--- src/hdl/bmsm_pkg.sv ---
// bmsm_pkg: shared widths, codes, command/status types and neighbour offsets
// for the beamlet map smoothing unit; no dependencies

package bmsm_pkg;

    // field widths
    localparam int FUNC_W   = 2;
    localparam int BEAM_W   = 3;
    localparam int COORD_W  = 5;
    localparam int ENTRY_W  = 13;
    localparam int BL_OUT_W = 12;
    localparam int FL_W     = 32;
    localparam int BCNT_W   = 13;

    // stream packing
    localparam int IN_DATA_W  = 64;
    localparam int IN_USER_W  = 2;
    localparam int OUT_DATA_W = 48;
    localparam int OUT_USER_W = 1;

    // item kinds
    localparam logic [FUNC_W-1:0] FUNC_MAP_WR = 2'd0;
    localparam logic [FUNC_W-1:0] FUNC_FL_WR  = 2'd1;
    localparam logic [FUNC_W-1:0] FUNC_SMOOTH = 2'd2;

    // parameter defaults
    localparam int MAP_W_DEF        = 32;
    localparam int MAP_H_DEF        = 32;
    localparam int MAX_BEAMS_DEF    = 8;
    localparam int MAX_BEAMLETS_DEF = 4096;

    // neighbour walk: centre first, then the eight neighbours row by row
    localparam int               NBR_W      = 4;
    localparam logic [NBR_W-1:0] NBR_CENTRE = 4'd0;
    localparam logic [NBR_W-1:0] NBR_LAST   = 4'd8;
    localparam int               CRD_S_W    = 10;

    // arithmetic, weights held in ten-thousandths
    localparam int WEIGHT_W    = 14;
    localparam int CENTRE_BASE = 9920;
    localparam int MISS_SHIFT  = 3;
    localparam int MISS_W      = 4;
    localparam int NSUM_W      = FL_W + 3;
    localparam int PROD_W      = WEIGHT_W + FL_W;
    localparam int NUM_W       = PROD_W + 1;
    localparam int DIV_CONST   = 10000;
    localparam int REM_W       = 14;
    localparam int DIV_STEPS   = 4;
    localparam int DIV_CYCLES  = FL_W / DIV_STEPS;
    localparam int DIV_CNT_W   = $clog2(DIV_CYCLES);

    // controller to datapath
    typedef struct packed {
        logic             load;
        logic             clear_step;
        logic             map_wr;
        logic             fl_wr;
        logic             acc_clr;
        logic             issue;
        logic [NBR_W-1:0] nbr;
        logic             mul;
        logic             sum;
        logic             div_start;
        logic             out_load;
    } bmsm_cmd_t;

    // datapath to controller
    typedef struct packed {
        logic [FUNC_W-1:0] func;
        logic              clear_last;
        logic              pipe_busy;
        logic              centre_ok;
        logic              div_done;
        logic              out_free;
    } bmsm_stat_t;

    // column offset of walk position k
    function automatic logic signed [1:0] nbr_dx(input logic [NBR_W-1:0] k);
        logic signed [1:0] d;
        case (k)
            4'd1, 4'd4, 4'd6: d = 2'sb11;
            4'd3, 4'd5, 4'd8: d = 2'sb01;
            default:          d = 2'sb00;
        endcase
        return d;
    endfunction

    // row offset of walk position k
    function automatic logic signed [1:0] nbr_dy(input logic [NBR_W-1:0] k);
        logic signed [1:0] d;
        case (k)
            4'd1, 4'd2, 4'd3: d = 2'sb11;
            4'd6, 4'd7, 4'd8: d = 2'sb01;
            default:          d = 2'sb00;
        endcase
        return d;
    endfunction

endpackage

--- src/hdl/bmsm_ctrl.sv ---
// bmsm_ctrl: state machine sequencing map clear, load items and the smooth
// walk, multiply, divide and result hand-off; depends on bmsm_pkg

module bmsm_ctrl
    import bmsm_pkg::*;
(
    input  logic       clk,
    input  logic       rst_n,
    input  logic       in_valid,
    output logic       in_ready,
    input  bmsm_stat_t stat,
    output bmsm_cmd_t  cmd
);

    localparam logic [3:0] ST_CLEAR    = 4'd0;
    localparam logic [3:0] ST_IDLE     = 4'd1;
    localparam logic [3:0] ST_DISPATCH = 4'd2;
    localparam logic [3:0] ST_ISSUE    = 4'd3;
    localparam logic [3:0] ST_DRAIN    = 4'd4;
    localparam logic [3:0] ST_MUL      = 4'd5;
    localparam logic [3:0] ST_SUM      = 4'd6;
    localparam logic [3:0] ST_DIV      = 4'd7;
    localparam logic [3:0] ST_DIVWAIT  = 4'd8;
    localparam logic [3:0] ST_OUT      = 4'd9;

    logic [3:0]       state_reg;
    logic [3:0]       state_next;
    logic [NBR_W-1:0] k_reg;
    logic [NBR_W-1:0] k_next;

    // next state and commands
    always_comb
    begin
        state_next = state_reg;
        k_next     = k_reg;
        cmd        = '0;
        cmd.nbr    = k_reg;
        in_ready   = 1'b0;
        case (state_reg)
            ST_CLEAR:
            begin
                cmd.clear_step = 1'b1;
                if (stat.clear_last)
                    state_next = ST_IDLE;
            end
            ST_IDLE:
            begin
                in_ready = 1'b1;
                if (in_valid)
                begin
                    cmd.load   = 1'b1;
                    state_next = ST_DISPATCH;
                end
            end
            ST_DISPATCH:
            begin
                state_next = ST_IDLE;
                case (stat.func)
                    FUNC_MAP_WR: cmd.map_wr = 1'b1;
                    FUNC_FL_WR:  cmd.fl_wr  = 1'b1;
                    FUNC_SMOOTH:
                    begin
                        cmd.acc_clr = 1'b1;
                        k_next      = NBR_CENTRE;
                        state_next  = ST_ISSUE;
                    end
                    default: state_next = ST_IDLE;
                endcase
            end
            ST_ISSUE:
            begin
                cmd.issue = 1'b1;
                if (k_reg == NBR_LAST)
                    state_next = ST_DRAIN;
                else
                    k_next = k_reg + 1'b1;
            end
            ST_DRAIN:
            begin
                if (!stat.pipe_busy)
                    state_next = stat.centre_ok ? ST_MUL : ST_IDLE;
            end
            ST_MUL:
            begin
                cmd.mul    = 1'b1;
                state_next = ST_SUM;
            end
            ST_SUM:
            begin
                cmd.sum    = 1'b1;
                state_next = ST_DIV;
            end
            ST_DIV:
            begin
                cmd.div_start = 1'b1;
                state_next    = ST_DIVWAIT;
            end
            ST_DIVWAIT:
            begin
                if (stat.div_done)
                    state_next = ST_OUT;
            end
            ST_OUT:
            begin
                if (stat.out_free)
                begin
                    cmd.out_load = 1'b1;
                    state_next   = ST_IDLE;
                end
            end
            default: state_next = ST_IDLE;
        endcase
    end

    // state registers
    always_ff @(posedge clk or negedge rst_n)
    begin
        if (!rst_n)
        begin
            state_reg <= ST_CLEAR;
            k_reg     <= '0;
        end
        else
        begin
            state_reg <= state_next;
            k_reg     <= k_next;
        end
    end

endmodule

--- config.mk ---
export PLATFORM = sky130hd
export DESIGN_NAME = bmsm_ctrl
export DESIGN_NICKNAME = d
export VERILOG_FILES = /design/src/hdl/bmsm_pkg.sv /design/src/hdl/bmsm_ctrl.sv
export SDC_FILE = /design/constraint.sdc
export NUM_CORES = 1
export LEC_CHECK = 0
export BUFFER_PORTS_ARGS = -buffer_cell sky130_fd_sc_hd__clkbuf_2
export CAP_MARGIN = 10
export CORE_MARGIN = 3
export CORE_UTILIZATION = 35
export CTS_CLUSTER_DIAMETER = 120
export DETAILED_ROUTE_END_ITERATION = 8
export PLACE_DENSITY = 0.58
export SKIP_CTS_REPAIR_TIMING = 1
export SLEW_MARGIN = 5
export SYNTH_ARGS = -nofsm -noshare
export SYNTH_HDL_FRONTEND = slang
export SYNTH_SLANG_ARGS = --single-unit
--- constraint.sdc ---
create_clock -name clk -period 1.8 [get_ports clk]
set_input_delay 0.18 -clock clk [delete_from_list [all_inputs] [get_ports clk]]
set_output_delay 0.18 -clock clk [all_outputs]
set_load 0.02 [all_outputs]
---- Yosys cells after proc, flatten, opt, wreduce, memory -nomap -nowiden ----
Cells that the tools add are included.
operators by class
  add/subtract/negate cells ............... 1
  equal/unequal tests ..................... 20
  muxes and demuxes ....................... 26
  reduce and logical (&&, ||, !) cells .... 5
operators by type and width
  cell                   count
  $pmux W4 S10           1
  $mux W4                8
  $eq A4 B3 Y1 const B   4
  $ne A2 B2 Y1 const B   7
  $mux W1                13
  $eq A4 B4 Y1 const B   3
  $eq A4 B2 Y1 const B   2
  $pmux W4 S2            1
  $mux W3                2
  $reduce_and A6 Y1      1
  $add A4 B1 Y4 const B  1
  $eq A4 B1 Y1 const B   1
  $logic_not A4 Y1       1
  $reduce_and A3 Y1      1
  $eq A2 B1 Y1 const B   1
  $eq A2 B2 Y1 const B   1
  $logic_not A2 Y1       1
  $mux W2                1
  $ne A2 B1 Y1 const B   1
  $reduce_bool A2 Y1     1
storage, ports and cells
  register bits after elaboration ......... 8
  output and inout port bits .............. 15
  logic and storage cells ................. 54

---- Longest topological paths before layout ----
  depth in word-level cells ............... 3
  gate-level depth with buffers ........... 6
  depth with buffers taken out ............ 6

---- Worst setup path before layout ----
Ideal clock, no wire load.
  path kind ............................... flip-flop to flip-flop
  start point ............................. register k_reg[1]
  end point ............................... register state_reg[0]
  arrival time ............................ 1.481 ns
  data required time ...................... 1.675 ns
  path slack .............................. 0.194 ns
  cell stages (with the launch flop) ...... 7
  buffers on the path ..................... 0
  clock period less this slack ............ 1.606 ns
  cell sequence ........................... dfrtp_1 inv_1 ha_1 nand2_1 o21ai_4 o2111ai_2 mux2_4
on the way
  longest elaborated chain between the ends .. 3
ends and longest elaborated chain
  element                             line              source
  from (decl)                         bmsm_ctrl.sv:28   logic [NBR_W-1:0] k_reg;
  from (signal assigned)              bmsm_ctrl.sv:126  k_reg <= k_next;
  $eq A4 B4 Y1                        bmsm_ctrl.sv:73   if (k_reg == NBR_LAST)
  $ne A2 B2 Y1 (no source line)       -
  $reduce_and A6 Y1 (no source line)  -
  to (signal assigned)                bmsm_ctrl.sv:125  state_reg <= state_next;
  to (decl)                           bmsm_ctrl.sv:26   logic [3:0] state_reg;
Every way passes these cells.
A chain may end at the register's enable or synchronous reset.

==> summary.md <==
| Metric | Value |
|---|---|
| Peak VDD IR | 0.9482 mV |
| Crit path max-delay family | simple AND/OR/NAND/NOR gates |
| Leakage power | 0.0004140 uW |
| Average cell area after synthesis | 9.128 um2 |
| Synthesized net count | 83 |
| TritonRoute pass-1 iters | 2 |
| Dpl hpwl | 1.179 mm |
| Ys flop type | dfrtp_1 |
| Met1 GRT Util | 17.94% |
| Synth top area cells | dfrtp_1 (31%), nor2_1 (5.2%), mux2_4 (4.6%) |
| DRC violation total after the first TritonRoute iteration | 7 |
| Total GRT Usage | about 14% |
| WP data arrival | 1.56 ns |
| Status | completed |
| Post-synth top area cell | dfrtp_1 |
| Worst-Skew Late Latency | 0.26 ns |
| Nets@finish | between 100 and 150 |
| Pin count of the biggest net entering global routing | 17 |
| TNS Setup | 0 ns |
| Post-synthesis sequential area ratio | 30.89% |
| Syn Std Cell Area | about 650 um2 |
| Root buf cell | clkbuf_4 |
| Synth cell types | 37 |
| Post-synth ARST share | 100.0% |
| GPL Wtd Cong | around 0.80 |
| CTS Sinks | 8 |
| IO Count | 25 |
| Hold Vio Cnt, Final | 0 |
| First-pass GRT wire length | 2.601 mm |
| Via count | 598 |
| Core area | 0.001629 mm2 |
| Fin crit period | 1.738 ns |
| CP Capture Type | output port |
| Max Root-Sink Buffers | 2 |
| Number of buffer and inverter stages on the critical path | 1 |
| Final Routed Wirelength | 1.512 mm |
| Synthesized netlist cell count | 71 |
| Number of global-route vias before repair | 576 |
| Critical Path RT | 1.62 ns |
| Pwr dens | 1695 mW/mm2 |
| CP max stage delay | 0.49 ns |
| Top cell type's share of synthesized area | 30.89% |
| Share of layout cells above drive strength 1 | 42.86% |
| Met3 usage | 4.893% |
| Global routing's busiest layer | met2 |
| Max-Cap Viols | 0 |
| H-tree depth | 1 |
| Row cnt | 14 |
| Crit Path Class | register to output port |
| Port buffer count | 24 |
| Worst slew pin tran | 0.3186 ns |
| Cell Chain, Critical Path | nand2b_2 > and4bb_2 > clkbuf_2 |
| Average wire per standard cell | 12.39 um |
| Yosys warns | 0 |
| Crit path max-delay cell type | dfrtp_2 |
| Worst-path maximum fanout | 16 |
| Max-Slew Margin vs Limit | 78.76% |
| Pins Over Slew Limit | 0 |
| Final antenna-violating net count | 0 |
| CTS Buf Count | 3 |
| Nature of the critical path startpoint | register |
| Die height | 49.03 um |
| Max Clock Freq | between 500 and 600 MHz |
| Ant. Diodes | 0 |
| Area Overhead vs Synth | 28.57% |
| DIE WIDTH | 49.03 um |
| RSZ-0062 raised after global routing | false |
| Hold Crit Class | primary input to register |
| Most common cell after layout, fill and taps aside | clkbuf_2 |
| Hold Slack | about 0.18 ns |
| EDFF count, synth | 0 |
| Most frequent cells in the layout | clkbuf_2 (24), nor2_1 (8), dfrtp_1 (6) |
| Crit share post-route | 96.55% |
| #FFs+latches synth | 8 |
| Starting Density | just under 40% |
| Total grt overflow | 0 |
| Final setup fails | 0 |
| Clk slew on worst S/H paths | around 0.05 ns |
| Met2 Track Usage GR | approximately 21% |
| Vias per cell | 4.902 |
| Initial antenna violation count | 0 |
| Clk_skew | ~0.0013 ns |
| CTS tree | done |
| DRC | 0 |
| Die area | 0.002404 mm2 |
## tightest hold or removal path: stages
cell and delay, ns:
clkbuf_2 0.09, nand3_1 0.07, a21oi_1 0.07
## final cells by class
| type | count | area [um2] |
|---|---|---|
| flip-flops and latches | 8 | 202.7 |
| repair buffers | 27 | 145.1 |
| multi-input cells | 55 | 414.1 |
| fillers | 162 | 795.8 |
| well taps | 24 | 30.03 |
| inverters | 5 | 18.77 |
| clock buffers | 3 | 22.52 |
## layer usage
| metal | up-vias | wire length [um] |
|---|---|---|
| met2 | 13 | 668 |
| met4 | 0 | 19 |
| li1 | 311 | - |
| met3 | 4 | 79 |
| met1 | 270 | 744 |
| met5 | - | 0 |
## power by group
part	total [uW]	switching (uW)	internal, uW
sequential	438	173	266
combinational	831	444	387
clock	143	66.1	76.6
total	1410	683	729
## worst paths after layout
| kind | startpoint | depth (start not counted) | slack, ns | to |
|---|---|---|---|---|
| worst min-delay path | stat[3] | 3 | 0.18 | state_reg[2]$_DFFE_PN0P_ |
| worst min register to register | k_reg[3]$_DFFE_PN0P_ | 2 | 0.57 | k_reg[3]$_DFFE_PN0P_ |
| max in group asynchronous | rst_n | 2 | 1.30 | state_reg[0]$_DFFE_PN0P_ |
| worst max-delay path | state_reg[0]$_DFFE_PN0P_ | 3 | 0.06 | cmd[9] |
| min in group asynchronous | rst_n | 2 | 0.30 | k_reg[0]$_DFFE_PN0P_ |
| worst max register to register | state_reg[0]$_DFFE_PN0P_ | 5 | 0.17 | k_reg[1]$_DFFE_PN0P_ |
## cell families after synthesis
kind of cell | Yosys count | synth area share, %
mux | 2 | 4.633
simple gates | 34 | 33.59
xor+xnor | 2 | 2.703
fa+ha+maj | 2 | 3.860
buf+inv | 8 | 6.564
flops | 8 | 30.89
compound gates | 15 | 17.76
## synthesized netlist by cell type, types with 2 or more instances
| cell | instances |
|---|---|
| mux2_4 | 2 |
| nor4b_1 | 2 |
| ha_1 | 2 |
| dfrtp_1 | 8 |
| nand2b_1 | 2 |
| xor2_1 | 2 |
| a21oi_1 | 2 |
| nor4bb_1 | 2 |
| nor2_1 | 9 |
| o21ai_1 | 2 |
| o211ai_1 | 2 |
| o21ai_0 | 2 |
| nand2_1 | 4 |
| nor3b_1 | 2 |
| and3_1 | 2 |
| inv_1 | 5 |
## stage by stage
step           setup WS, ns  power [uW]  util [%]  std cells  instance area (um2)
5_1_grt            0.002721        1544     51.15        122                833.3
4_1_cts            -0.04436        1410     49.39        120                804.5
3_5_place_dp         0.1839        1260     48.00        117                782.0
3_3_place_gp         0.2071        1257     48.00        117                782.0
2_1_floorplan        0.1943        1054         -         71                648.1
6_report            0.06212        1412     51.15        122                833.3
Power figures use the tool's default switching activity.
